===== config.mk =====
export PLATFORM = sky130hd
export DESIGN_NAME = pid_steer_motor_drive
export DESIGN_NICKNAME = d
export VERILOG_FILES = /design/src/rtl/psmd_pkg.sv /design/src/rtl/psmd_ctrl.sv /design/src/rtl/psmd_datapath.sv /design/src/rtl/pid_steer_motor_drive.sv
export SDC_FILE = /design/constraint.sdc
export NUM_CORES = 2
export LEC_CHECK = 0
export BUFFER_PORTS_ARGS = -buffer_cell sky130_fd_sc_hd__buf_2
export CORE_ASPECT_RATIO = 1.1
export CORE_UTILIZATION = 40
export DETAILED_ROUTE_END_ITERATION = 8
export PLACE_DENSITY = 0.54
export SETUP_SLACK_MARGIN = 0.1
export SLEW_MARGIN = 40
export SYNTH_ARGS = -nofsm -noshare
export SYNTH_HDL_FRONTEND = slang
export SYNTH_HIERARCHICAL = 1
export SYNTH_SLANG_ARGS = --single-unit
export TNS_END_PERCENT = 100

===== constraint.sdc =====
create_clock -name aclk -period 7.2 [get_ports aclk]
set_input_delay 1.08 -clock aclk [delete_from_list [all_inputs] [get_ports aclk]]
set_output_delay 1.08 -clock aclk [all_outputs]
set_load 0.01 [all_outputs]

===== src/rtl/psmd_pkg.sv =====
package psmd_pkg;

    // Field and register widths.
    localparam int POSITION_BITS = 10;
    localparam int SETPOINT_W    = 10;
    localparam int GAIN_W        = 16;
    localparam int DB_W          = 8;
    localparam int DUTY_W        = 8;
    localparam int DV_W          = 16;
    localparam int INTEG_W       = 16;
    localparam int FRAC_W        = 12;

    // Datapath widths, all derived from the field widths.
    localparam int E_W      = ((POSITION_BITS > SETPOINT_W) ? POSITION_BITS : SETPOINT_W) + 1;
    localparam int DIFF_W   = E_W + 1;
    localparam int PROD_W   = GAIN_W + 1 + DIFF_W;
    localparam int TERM_W   = PROD_W - FRAC_W;
    localparam int ISUM_W   = ((INTEG_W + FRAC_W > PROD_W) ? INTEG_W + FRAC_W : PROD_W) + 1;
    localparam int ITRUNC_W = ISUM_W - FRAC_W;
    localparam int SUM_W    = TERM_W + 2;
    localparam int X_W      = SUM_W + 2;
    localparam int Q_W      = X_W - 2;
    localparam int RECIP_K  = X_W + 3;
    localparam int RECIP_W  = X_W + 1;
    localparam int RPROD_W  = 2 * X_W + 1;
    localparam logic [RECIP_W-1:0] RECIP_M = RECIP_W'((64'd1 << RECIP_K) / 64'd5);

    localparam int INTEG_MAX = 2 ** (INTEG_W - 1) - 1;
    localparam int DV_MAX    = 2 ** (DV_W - 1) - 1;

    // Stream widths.
    localparam int IN_TDATA_W   = ((POSITION_BITS + 7) / 8) * 8;
    localparam int OUT_FIELDS_W = 2 + DUTY_W + DV_W;
    localparam int OUT_TDATA_W  = ((OUT_FIELDS_W + 7) / 8) * 8;

    // Configuration port.
    localparam int CFG_IDX_W  = 3;
    localparam int CFG_DATA_W = 16;

    localparam logic [CFG_IDX_W-1:0] REG_SETPOINT = 3'd0;
    localparam logic [CFG_IDX_W-1:0] REG_GAIN_P   = 3'd1;
    localparam logic [CFG_IDX_W-1:0] REG_GAIN_I   = 3'd2;
    localparam logic [CFG_IDX_W-1:0] REG_GAIN_D   = 3'd3;
    localparam logic [CFG_IDX_W-1:0] REG_DEADBAND = 3'd4;
    localparam logic [CFG_IDX_W-1:0] REG_PWM_MAX  = 3'd5;

    localparam logic [SETPOINT_W-1:0] SETPOINT_RST = 10'd100;
    localparam logic [GAIN_W-1:0]     GAIN_P_RST   = 16'd4096;
    localparam logic [GAIN_W-1:0]     GAIN_I_RST   = 16'd205;
    localparam logic [GAIN_W-1:0]     GAIN_D_RST   = 16'd2867;
    localparam logic [DB_W-1:0]       DEADBAND_RST = 8'd5;
    localparam logic [DUTY_W-1:0]     PWM_MAX_RST  = 8'd255;

    typedef struct packed {
        logic [SETPOINT_W-1:0] setpoint;
        logic [GAIN_W-1:0]     gain_p;
        logic [GAIN_W-1:0]     gain_i;
        logic [GAIN_W-1:0]     gain_d;
        logic [DB_W-1:0]       deadband;
        logic [DUTY_W-1:0]     pwm_max;
    } cfg_t;

    // One enable per datapath step, issued by the controller.
    typedef struct packed {
        logic load;
        logic mul_p;
        logic mul_i;
        logic mul_d;
        logic sum;
        logic scale;
        logic recip;
        logic fix;
        logic decide;
    } cmd_t;

endpackage


===== src/rtl/psmd_ctrl.sv =====
module psmd_ctrl
    import psmd_pkg::*;
(
    input  logic aclk,
    input  logic aresetn,
    input  logic s_tvalid,
    output logic s_tready,
    input  logic out_busy,
    output cmd_t cmd
);

    localparam logic [3:0] ST_IDLE   = 4'd0;
    localparam logic [3:0] ST_MP     = 4'd1;
    localparam logic [3:0] ST_MI     = 4'd2;
    localparam logic [3:0] ST_MD     = 4'd3;
    localparam logic [3:0] ST_SUM    = 4'd4;
    localparam logic [3:0] ST_SCALE  = 4'd5;
    localparam logic [3:0] ST_RECIP  = 4'd6;
    localparam logic [3:0] ST_FIX    = 4'd7;
    localparam logic [3:0] ST_DECIDE = 4'd8;

    logic [3:0] state_reg;
    logic [3:0] state_next;

    assign s_tready = (state_reg == ST_IDLE);

    always_comb begin
        cmd        = '0;
        state_next = state_reg;
        unique case (state_reg)
            ST_IDLE: begin
                if (s_tvalid) begin
                    cmd.load   = 1'b1;
                    state_next = ST_MP;
                end
            end
            ST_MP: begin
                cmd.mul_p  = 1'b1;
                state_next = ST_MI;
            end
            ST_MI: begin
                cmd.mul_i  = 1'b1;
                state_next = ST_MD;
            end
            ST_MD: begin
                cmd.mul_d  = 1'b1;
                state_next = ST_SUM;
            end
            ST_SUM: begin
                cmd.sum    = 1'b1;
                state_next = ST_SCALE;
            end
            ST_SCALE: begin
                cmd.scale  = 1'b1;
                state_next = ST_RECIP;
            end
            ST_RECIP: begin
                cmd.recip  = 1'b1;
                state_next = ST_FIX;
            end
            ST_FIX: begin
                cmd.fix    = 1'b1;
                state_next = ST_DECIDE;
            end
            ST_DECIDE: begin
                // Wait here until the previous result has left the output register.
                if (!out_busy) begin
                    cmd.decide = 1'b1;
                    state_next = ST_IDLE;
                end
            end
            default: begin
                state_next = ST_IDLE;
            end
        endcase
    end

    always_ff @(posedge aclk) begin
        if (!aresetn) begin
            state_reg <= ST_IDLE;
        end else begin
            state_reg <= state_next;
        end
    end

    a_accept_starts: assert property (@(posedge aclk) disable iff (!aresetn)
        (s_tvalid && s_tready) |=> (state_reg == ST_MP))
        else $error("accepted request did not start the multiply sequence");

    a_decide_only_free: assert property (@(posedge aclk) disable iff (!aresetn)
        cmd.decide |-> !out_busy)
        else $error("result written while output register still occupied");

    a_fix_to_decide: assert property (@(posedge aclk) disable iff (!aresetn)
        cmd.fix |=> (state_reg == ST_DECIDE))
        else $error("sequence skipped the decision step");

endmodule


===== src/rtl/psmd_datapath.sv =====
module psmd_datapath
    import psmd_pkg::*;
(
    input  logic                     aclk,
    input  logic                     aresetn,
    input  cfg_t                     cfg,
    input  cmd_t                     cmd,
    input  logic [POSITION_BITS-1:0] position,
    output logic                     out_busy,
    output logic                     m_tvalid,
    input  logic                     m_tready,
    output logic                     forward,
    output logic                     reverse,
    output logic [DUTY_W-1:0]        duty,
    output logic signed [DV_W-1:0]   drive_value,
    output logic                     held
);

    // Controller state carried between requests.
    logic signed [INTEG_W-1:0] integral_reg;
    logic signed [E_W-1:0]     prev_err_reg;
    logic                      last_fwd_reg;
    logic                      last_rev_reg;
    logic [DUTY_W-1:0]         last_duty_reg;
    logic                      valid_reg;

    // Per-request working registers.
    logic signed [E_W-1:0]    e_reg;
    logic signed [DIFF_W-1:0] diff_reg;
    logic signed [PROD_W-1:0] prod_reg;
    logic signed [TERM_W-1:0] p_reg;
    logic signed [SUM_W-1:0]  sum_reg;
    logic                     neg_reg;
    logic [X_W-1:0]           x_reg;
    logic [Q_W-1:0]           qe_reg;
    logic [Q_W-1:0]           q_reg;
    logic signed [DV_W-1:0]   dv_reg;
    logic                     held_reg;

    logic signed [E_W-1:0]    e_next;
    logic signed [GAIN_W:0]   mul_a;
    logic signed [DIFF_W-1:0] mul_b;
    logic signed [PROD_W-1:0] mul_p;
    logic signed [PROD_W-1:0] prod_adj;
    logic signed [TERM_W-1:0] term_trunc;
    logic signed [ISUM_W-1:0] isum;
    logic signed [ISUM_W-1:0] isum_adj;
    logic signed [ITRUNC_W-1:0] itrunc;
    logic signed [INTEG_W-1:0]  integral_next;
    logic signed [SUM_W-1:0]    sum_next;
    logic [SUM_W-1:0]           sum_mag;
    logic [SUM_W+5:0]           x51;
    logic [RPROD_W-1:0]         rprod;
    logic [X_W-1:0]             rem;
    logic [Q_W-1:0]             db_ext;
    logic [Q_W-1:0]             pmax_ext;
    logic                       mag_over;
    logic [DUTY_W-1:0]          duty_sat;
    logic signed [DV_W-1:0]     dv_sat;

    assign e_next = E_W'(position) - E_W'(cfg.setpoint);

    // Shared gain multiplier: unsigned Q4.12 gain times a signed error term.
    always_comb begin
        mul_a = signed'({1'b0, cfg.gain_p});
        mul_b = DIFF_W'(e_reg);
        if (cmd.mul_i) begin
            mul_a = signed'({1'b0, cfg.gain_i});
        end else if (cmd.mul_d) begin
            mul_a = signed'({1'b0, cfg.gain_d});
            mul_b = diff_reg;
        end
    end

    assign mul_p = PROD_W'(mul_a) * PROD_W'(mul_b);

    // Truncation toward zero: a negative value is biased by 2^12-1 before the shift.
    assign prod_adj   = prod_reg + PROD_W'({FRAC_W{prod_reg[PROD_W-1]}});
    assign term_trunc = prod_adj[PROD_W-1:FRAC_W];

    assign isum     = ISUM_W'(signed'({integral_reg, {FRAC_W{1'b0}}})) + ISUM_W'(prod_reg);
    assign isum_adj = isum + ISUM_W'({FRAC_W{isum[ISUM_W-1]}});
    assign itrunc   = isum_adj[ISUM_W-1:FRAC_W];

    always_comb begin
        if (itrunc > ITRUNC_W'(INTEG_MAX)) begin
            integral_next = INTEG_W'(INTEG_MAX);
        end else if (itrunc < ITRUNC_W'(-INTEG_MAX)) begin
            integral_next = INTEG_W'(-INTEG_MAX);
        end else begin
            integral_next = itrunc[INTEG_W-1:0];
        end
    end

    assign sum_next = SUM_W'(p_reg) + SUM_W'(integral_reg) + SUM_W'(term_trunc);

    // |sum| * 51 / 16 by shift and add; the division by 5 follows by reciprocal.
    assign sum_mag = SUM_W'(sum_reg[SUM_W-1] ? -sum_reg : sum_reg);
    assign x51 = ((SUM_W+6)'(sum_mag) << 5) + ((SUM_W+6)'(sum_mag) << 4)
               + ((SUM_W+6)'(sum_mag) << 1) + (SUM_W+6)'(sum_mag);

    assign rprod = RPROD_W'(x_reg) * RPROD_W'(RECIP_M);

    // The reciprocal estimate is exact or one low; the remainder decides.
    assign rem = x_reg - (X_W'({qe_reg, 2'b00}) + X_W'(qe_reg));

    assign db_ext   = Q_W'(cfg.deadband);
    assign pmax_ext = Q_W'(cfg.pwm_max);
    assign mag_over = (q_reg > pmax_ext);
    assign duty_sat = mag_over ? cfg.pwm_max : q_reg[DUTY_W-1:0];

    always_comb begin
        if (neg_reg) begin
            dv_sat = (q_reg > Q_W'(DV_MAX + 1)) ? DV_W'(-DV_MAX - 1) : -signed'(q_reg[DV_W-1:0]);
        end else begin
            dv_sat = (q_reg > Q_W'(DV_MAX)) ? DV_W'(DV_MAX) : signed'(q_reg[DV_W-1:0]);
        end
    end

    always_ff @(posedge aclk) begin
        if (cmd.load) begin
            e_reg <= e_next;
        end
        if (cmd.mul_p) begin
            diff_reg <= DIFF_W'(e_reg) - DIFF_W'(prev_err_reg);
        end
        if (cmd.mul_p || cmd.mul_i || cmd.mul_d) begin
            prod_reg <= mul_p;
        end
        if (cmd.mul_i) begin
            p_reg <= term_trunc;
        end
        if (cmd.sum) begin
            sum_reg <= sum_next;
        end
        if (cmd.scale) begin
            x_reg   <= x51[SUM_W+5:4];
            neg_reg <= sum_reg[SUM_W-1];
        end
        if (cmd.recip) begin
            qe_reg <= rprod[RECIP_K+Q_W-1:RECIP_K];
        end
        if (cmd.fix) begin
            q_reg <= qe_reg + Q_W'(rem >= X_W'(5));
        end
        if (cmd.decide) begin
            dv_reg   <= dv_sat;
            held_reg <= (q_reg == db_ext);
        end
    end

    always_ff @(posedge aclk) begin
        if (!aresetn) begin
            integral_reg  <= '0;
            prev_err_reg  <= '0;
            last_fwd_reg  <= 1'b0;
            last_rev_reg  <= 1'b0;
            last_duty_reg <= '0;
            valid_reg     <= 1'b0;
        end else begin
            if (cmd.mul_p) begin
                prev_err_reg <= e_reg;
            end
            if (cmd.mul_d) begin
                integral_reg <= integral_next;
            end
            if (cmd.decide) begin
                valid_reg <= 1'b1;
                // On the deadband edge the previous direction and duty are kept.
                if (q_reg != db_ext) begin
                    if (q_reg > db_ext) begin
                        last_fwd_reg  <= !neg_reg;
                        last_rev_reg  <= neg_reg;
                        last_duty_reg <= duty_sat;
                    end else begin
                        last_fwd_reg  <= 1'b0;
                        last_rev_reg  <= 1'b0;
                        last_duty_reg <= '0;
                    end
                end
            end else if (m_tready) begin
                valid_reg <= 1'b0;
            end
        end
    end

    assign out_busy    = valid_reg && !m_tready;
    assign m_tvalid    = valid_reg;
    assign forward     = last_fwd_reg;
    assign reverse     = last_rev_reg;
    assign duty        = last_duty_reg;
    assign drive_value = dv_reg;
    assign held        = held_reg;

    a_dir_exclusive: assert property (@(posedge aclk) disable iff (!aresetn)
        !(last_fwd_reg && last_rev_reg))
        else $error("forward and reverse driven together");

    a_valid_from_decide: assert property (@(posedge aclk) disable iff (!aresetn)
        $rose(valid_reg) |-> $past(cmd.decide))
        else $error("result appeared without a decision step");

    a_integral_range: assert property (@(posedge aclk) disable iff (!aresetn)
        integral_reg != INTEG_W'(-INTEG_MAX - 1))
        else $error("integral left its saturation range");

endmodule


===== src/rtl/pid_steer_motor_drive.sv =====
// Requests are accepted only in idle, once the last has passed its decide step, which
// waits for a pending result to be taken; the three gain products share one multiplier
// and the divide by 80 takes a scale, a reciprocal multiply and a correction step.
// Reset: aresetn is synchronous and active low; it clears the integral, the previous
// error and the last direction and duty, and loads the default register values.
module pid_steer_motor_drive
    import psmd_pkg::*;
(
    input  logic                   aclk,
    input  logic                   aresetn,
    // Configuration write port.
    input  logic                   cfg_wr_en,
    input  logic [CFG_IDX_W-1:0]   cfg_index,
    input  logic [CFG_DATA_W-1:0]  cfg_data,
    // Input stream.
    input  logic                   s_tvalid,
    output logic                   s_tready,
    input  logic [IN_TDATA_W-1:0]  s_tdata,   // position
    // Result stream.
    output logic                   m_tvalid,
    input  logic                   m_tready,
    output logic [OUT_TDATA_W-1:0] m_tdata,   // forward, reverse, duty, drive_value
    output logic                   m_tuser    // held
);

    cfg_t cfg_reg;
    cmd_t cmd;
    logic out_busy;

    logic                   forward;
    logic                   reverse;
    logic [DUTY_W-1:0]      duty;
    logic signed [DV_W-1:0] drive_value;

    always_ff @(posedge aclk) begin
        if (!aresetn) begin
            cfg_reg.setpoint <= SETPOINT_RST;
            cfg_reg.gain_p   <= GAIN_P_RST;
            cfg_reg.gain_i   <= GAIN_I_RST;
            cfg_reg.gain_d   <= GAIN_D_RST;
            cfg_reg.deadband <= DEADBAND_RST;
            cfg_reg.pwm_max  <= PWM_MAX_RST;
        end else if (cfg_wr_en) begin
            unique case (cfg_index)
                REG_SETPOINT: cfg_reg.setpoint <= cfg_data[SETPOINT_W-1:0];
                REG_GAIN_P:   cfg_reg.gain_p   <= cfg_data[GAIN_W-1:0];
                REG_GAIN_I:   cfg_reg.gain_i   <= cfg_data[GAIN_W-1:0];
                REG_GAIN_D:   cfg_reg.gain_d   <= cfg_data[GAIN_W-1:0];
                REG_DEADBAND: cfg_reg.deadband <= cfg_data[DB_W-1:0];
                REG_PWM_MAX:  cfg_reg.pwm_max  <= cfg_data[DUTY_W-1:0];
                default: begin
                end
            endcase
        end
    end

    psmd_ctrl u_ctrl (
        .aclk     (aclk),
        .aresetn  (aresetn),
        .s_tvalid (s_tvalid),
        .s_tready (s_tready),
        .out_busy (out_busy),
        .cmd      (cmd)
    );

    psmd_datapath u_datapath (
        .aclk        (aclk),
        .aresetn     (aresetn),
        .cfg         (cfg_reg),
        .cmd         (cmd),
        .position    (s_tdata[POSITION_BITS-1:0]),
        .out_busy    (out_busy),
        .m_tvalid    (m_tvalid),
        .m_tready    (m_tready),
        .forward     (forward),
        .reverse     (reverse),
        .duty        (duty),
        .drive_value (drive_value),
        .held        (m_tuser)
    );

    assign m_tdata = OUT_TDATA_W'({drive_value, duty, reverse, forward});

endmodule


==> impl_metrics.ini <==
[grt]
first_global_vias = 23530
met1_usage_pct = 24.54
gr-total-overflow = 0
grt_util_all_layers_pct = 19.45
grt_start_max_net_pins = 104
grt_util_met2_pct = 35.35
antenna_found_initial = 0
grt.busiest_layer = met2
met3_usage_pct = 1.712
grt_pass1_wl_um = 121200

[pwr]
power.density_nw_per_um2 = 222.8
peakVddDrop_mv = 0.1274
p_leak_uw = 0.01586

[setup_path]
cp.required_ns = 7.48
start_kind = register
critical_path_class = register to register
slowest_stage = fa_2
worst_path_most_repeated_cell = fa_2
crit_buf_inv = 5
path_max_fanout = 4
cp_data_arrival_time_ns = 7.16
cp-end-kind = register
path_cells = ha_4 -> fa_2 -> inv_2 -> fa_2 -> fa_1 -> inv_1 -> fa_2 -> fa_2 -> inv_2 -> ha_4 -> ha_4 -> a21o_1 -> a21o_1 -> a2111oi_4 -> buf_4 -> o31ai_4 -> o311a_1 -> a21o_1 -> o41ai_2 -> buf_4 -> o21ai_4 -> o41ai_4 -> o21bai_1 -> xnor2_1
max_stage_delay_ns = 0.55
crit_family = adder cells

[final_layout]
final_util_pct = 45.61
drive_above_1_share_pct = 10.35
antennaDiodeCount = 0
fin_nets = 4062
largest_register_ffs = 74
area_delta_synth_final_pct = 12.19

[yosys]
netlist-cell-type-count = 88
synthTopCellsByCount = inv_1 (493), ha_1 (393), nand2_1 (320)
synth_area_sq_um = 30550
synth.avg_cell_area_sq_um = 9.662
synth.area.top_cells = fa_1 (20%), edfxtp_1 (16%), ha_1 (16%)
synth.most_common_cell = inv_1
synth_ff_type = edfxtp_1
yosysWarnings = 6
synth_top_area_share_pct = 20.44
synth_seq_area_share_pct = 23.82
synth-edff-count = 165
ys_async_sr_fraction_pct = 0
syn_inst = 3162
ys_ff_latch = 281
synth_top_area_cell = fa_1

[clock_tree]
path_clk_slew_ns = 0.06
cts_sinks = 281
cts-buffers-inserted = 37
htree_levels = 2
root_buffer = clkbuf_16
clk_latency_ns = 0.56
cts_tree = built
cts_buffer_depth = 3

[placement]
pre_cts_slack_ns = -0.1911
dp_hpwl_um = 61460
portBuffers = 62
gp_congestion = 0.9169

[drt]
drt_first_iter_violations = 1078
wl_per_cell_um = 16.96
drc = 0
ant_nets = 0
vias = 22310
drt_pre_antenna_iters = 5
viasPerCell = 5.117
drt-total-wl_um = 73960

[sta]
rsz0062_at_grt = yes
fin_skew_ns = 0.02887
hold_viol_final = 0
tns_ns = 0
setup_violations = 0
relSlewSlack_pct = 43.82
setup_slack_ns = 0.3234
fin_crit_sh_pct = 95.51
fmax_ghz = 0.1454
worstMarginPinSlew_ns = 0.8351
period_minus_slack_ns = 6.877
maxSlewViolCount = 0

[status]
status = completed

[floorplanning]
io-pin-count = 75
die_w_um = 265.5
rows = 105
die-area_sq_um = 77490
start_util_pct = 40.66
core_sq_um = 75150
die_h_um = 291.9

[min_path]
min_path_type = register to register

[flow_run]
max_cap_violations = 0
[metal layers]
metal / share of wire (%) / up-vias
met1: 44 / 10980
met2: 51 / 304
met3: 2.7 / 92
met4: 2.4 / 0
met5: 0 / -
li1: - / 10930
[cell type report]
cell class | count | area, sq um
clock buffer | 46 | 1001
clock inverter | 20 | 200.2
fill | 7257 | 40870
inverter | 493 | 1851
multi-input combinational | 2319 | 21400
sequential | 281 | 7277
tap | 1016 | 1271
timing repair buffer | 185 | 1276
[timing repair]
action | in CTS | in global routing
gates cloned | 0 | 1
pin swaps | 0 | 32
setup endpoints to repair | 7 | 15
buffers inserted | 0 | 11
resized for setup | 6 | 55
hold buffers | 0 | 0
[metrics by stage]
step                      total power, uW  cell area [sq um]  std cells  hold WS [ns]
final                                7636              34280       4360        0.4560
after global placement               5732              32690       4280        0.4417
after floorplan                      4851              30590       3167        0.4244
after detailed placement             5789              32720       4282        0.4462
after CTS                            7690              33950       4348        0.4573
after global routing                 8288              34280       4360        0.4787
[placed cells by master (no fill, tap or decap), types with 26 or more instances in the layout]
master | synthesis | layout
inv_1 | 493 | 482
nand3_1 | 54 | 54
edfxtp_1 | 165 | 165
xnor2_1 | 124 | 124
a21o_1 | 47 | 47
o21ai_0 | 90 | 84
nor2b_1 | 74 | 74
nand2b_1 | 29 | 29
ha_1 | 393 | 387
a21oi_1 | 100 | 94
nor3_1 | 62 | 57
and2_1 | 26 | 26
mux2i_1 | 113 | 113
buf_2 | 7 | 61
clkbuf_16 | 0 | 38
buf_4 | 12 | 118
nor2_1 | 188 | 186
fa_1 | 312 | 304
dfxtp_1 | 116 | 116
o21a_1 | 44 | 44
nand2_1 | 320 | 320
xor2_1 | 45 | 45
[where the power goes]
group / total [uW] / internal [uW] / switching [uW]
Clock: 1830 / 1100 / 735
Combinational: 3650 / 1590 / 2060
Sequential: 2150 / 2000 / 151
Total: 7640 / 4690 / 2940
[kinds of logic after synthesis]
group                      synth area share, %
muxes                                    4.034
buffers and inverters                    7.204
and+or+nand+nor                          13.33
other                                  0.01227
AOI/OAI and AO/OA                        10.22
xor gates and xnor gates                 4.845
adders and majority gates                36.54
DFF                                      23.82
[tightest hold or removal path, stage by stage (launching register included)]
cell and delay [ns]:
dfxtp_1 0.31, nand2_1 0.05, mux2i_1 0.05
[final timing paths]
kind	start	cells after the start	end	slack, ns
max	u_datapath/x_reg[5]	24	u_datapath/qe_reg[18]	0.32
min reg2reg	cfg_reg[51]	2	cfg_reg[51]	0.46
max reg2reg	u_datapath/x_reg[5]	24	u_datapath/qe_reg[18]	0.32
min	cfg_reg[51]	2	cfg_reg[51]	0.46
Power figures use the tool's default switching activity.
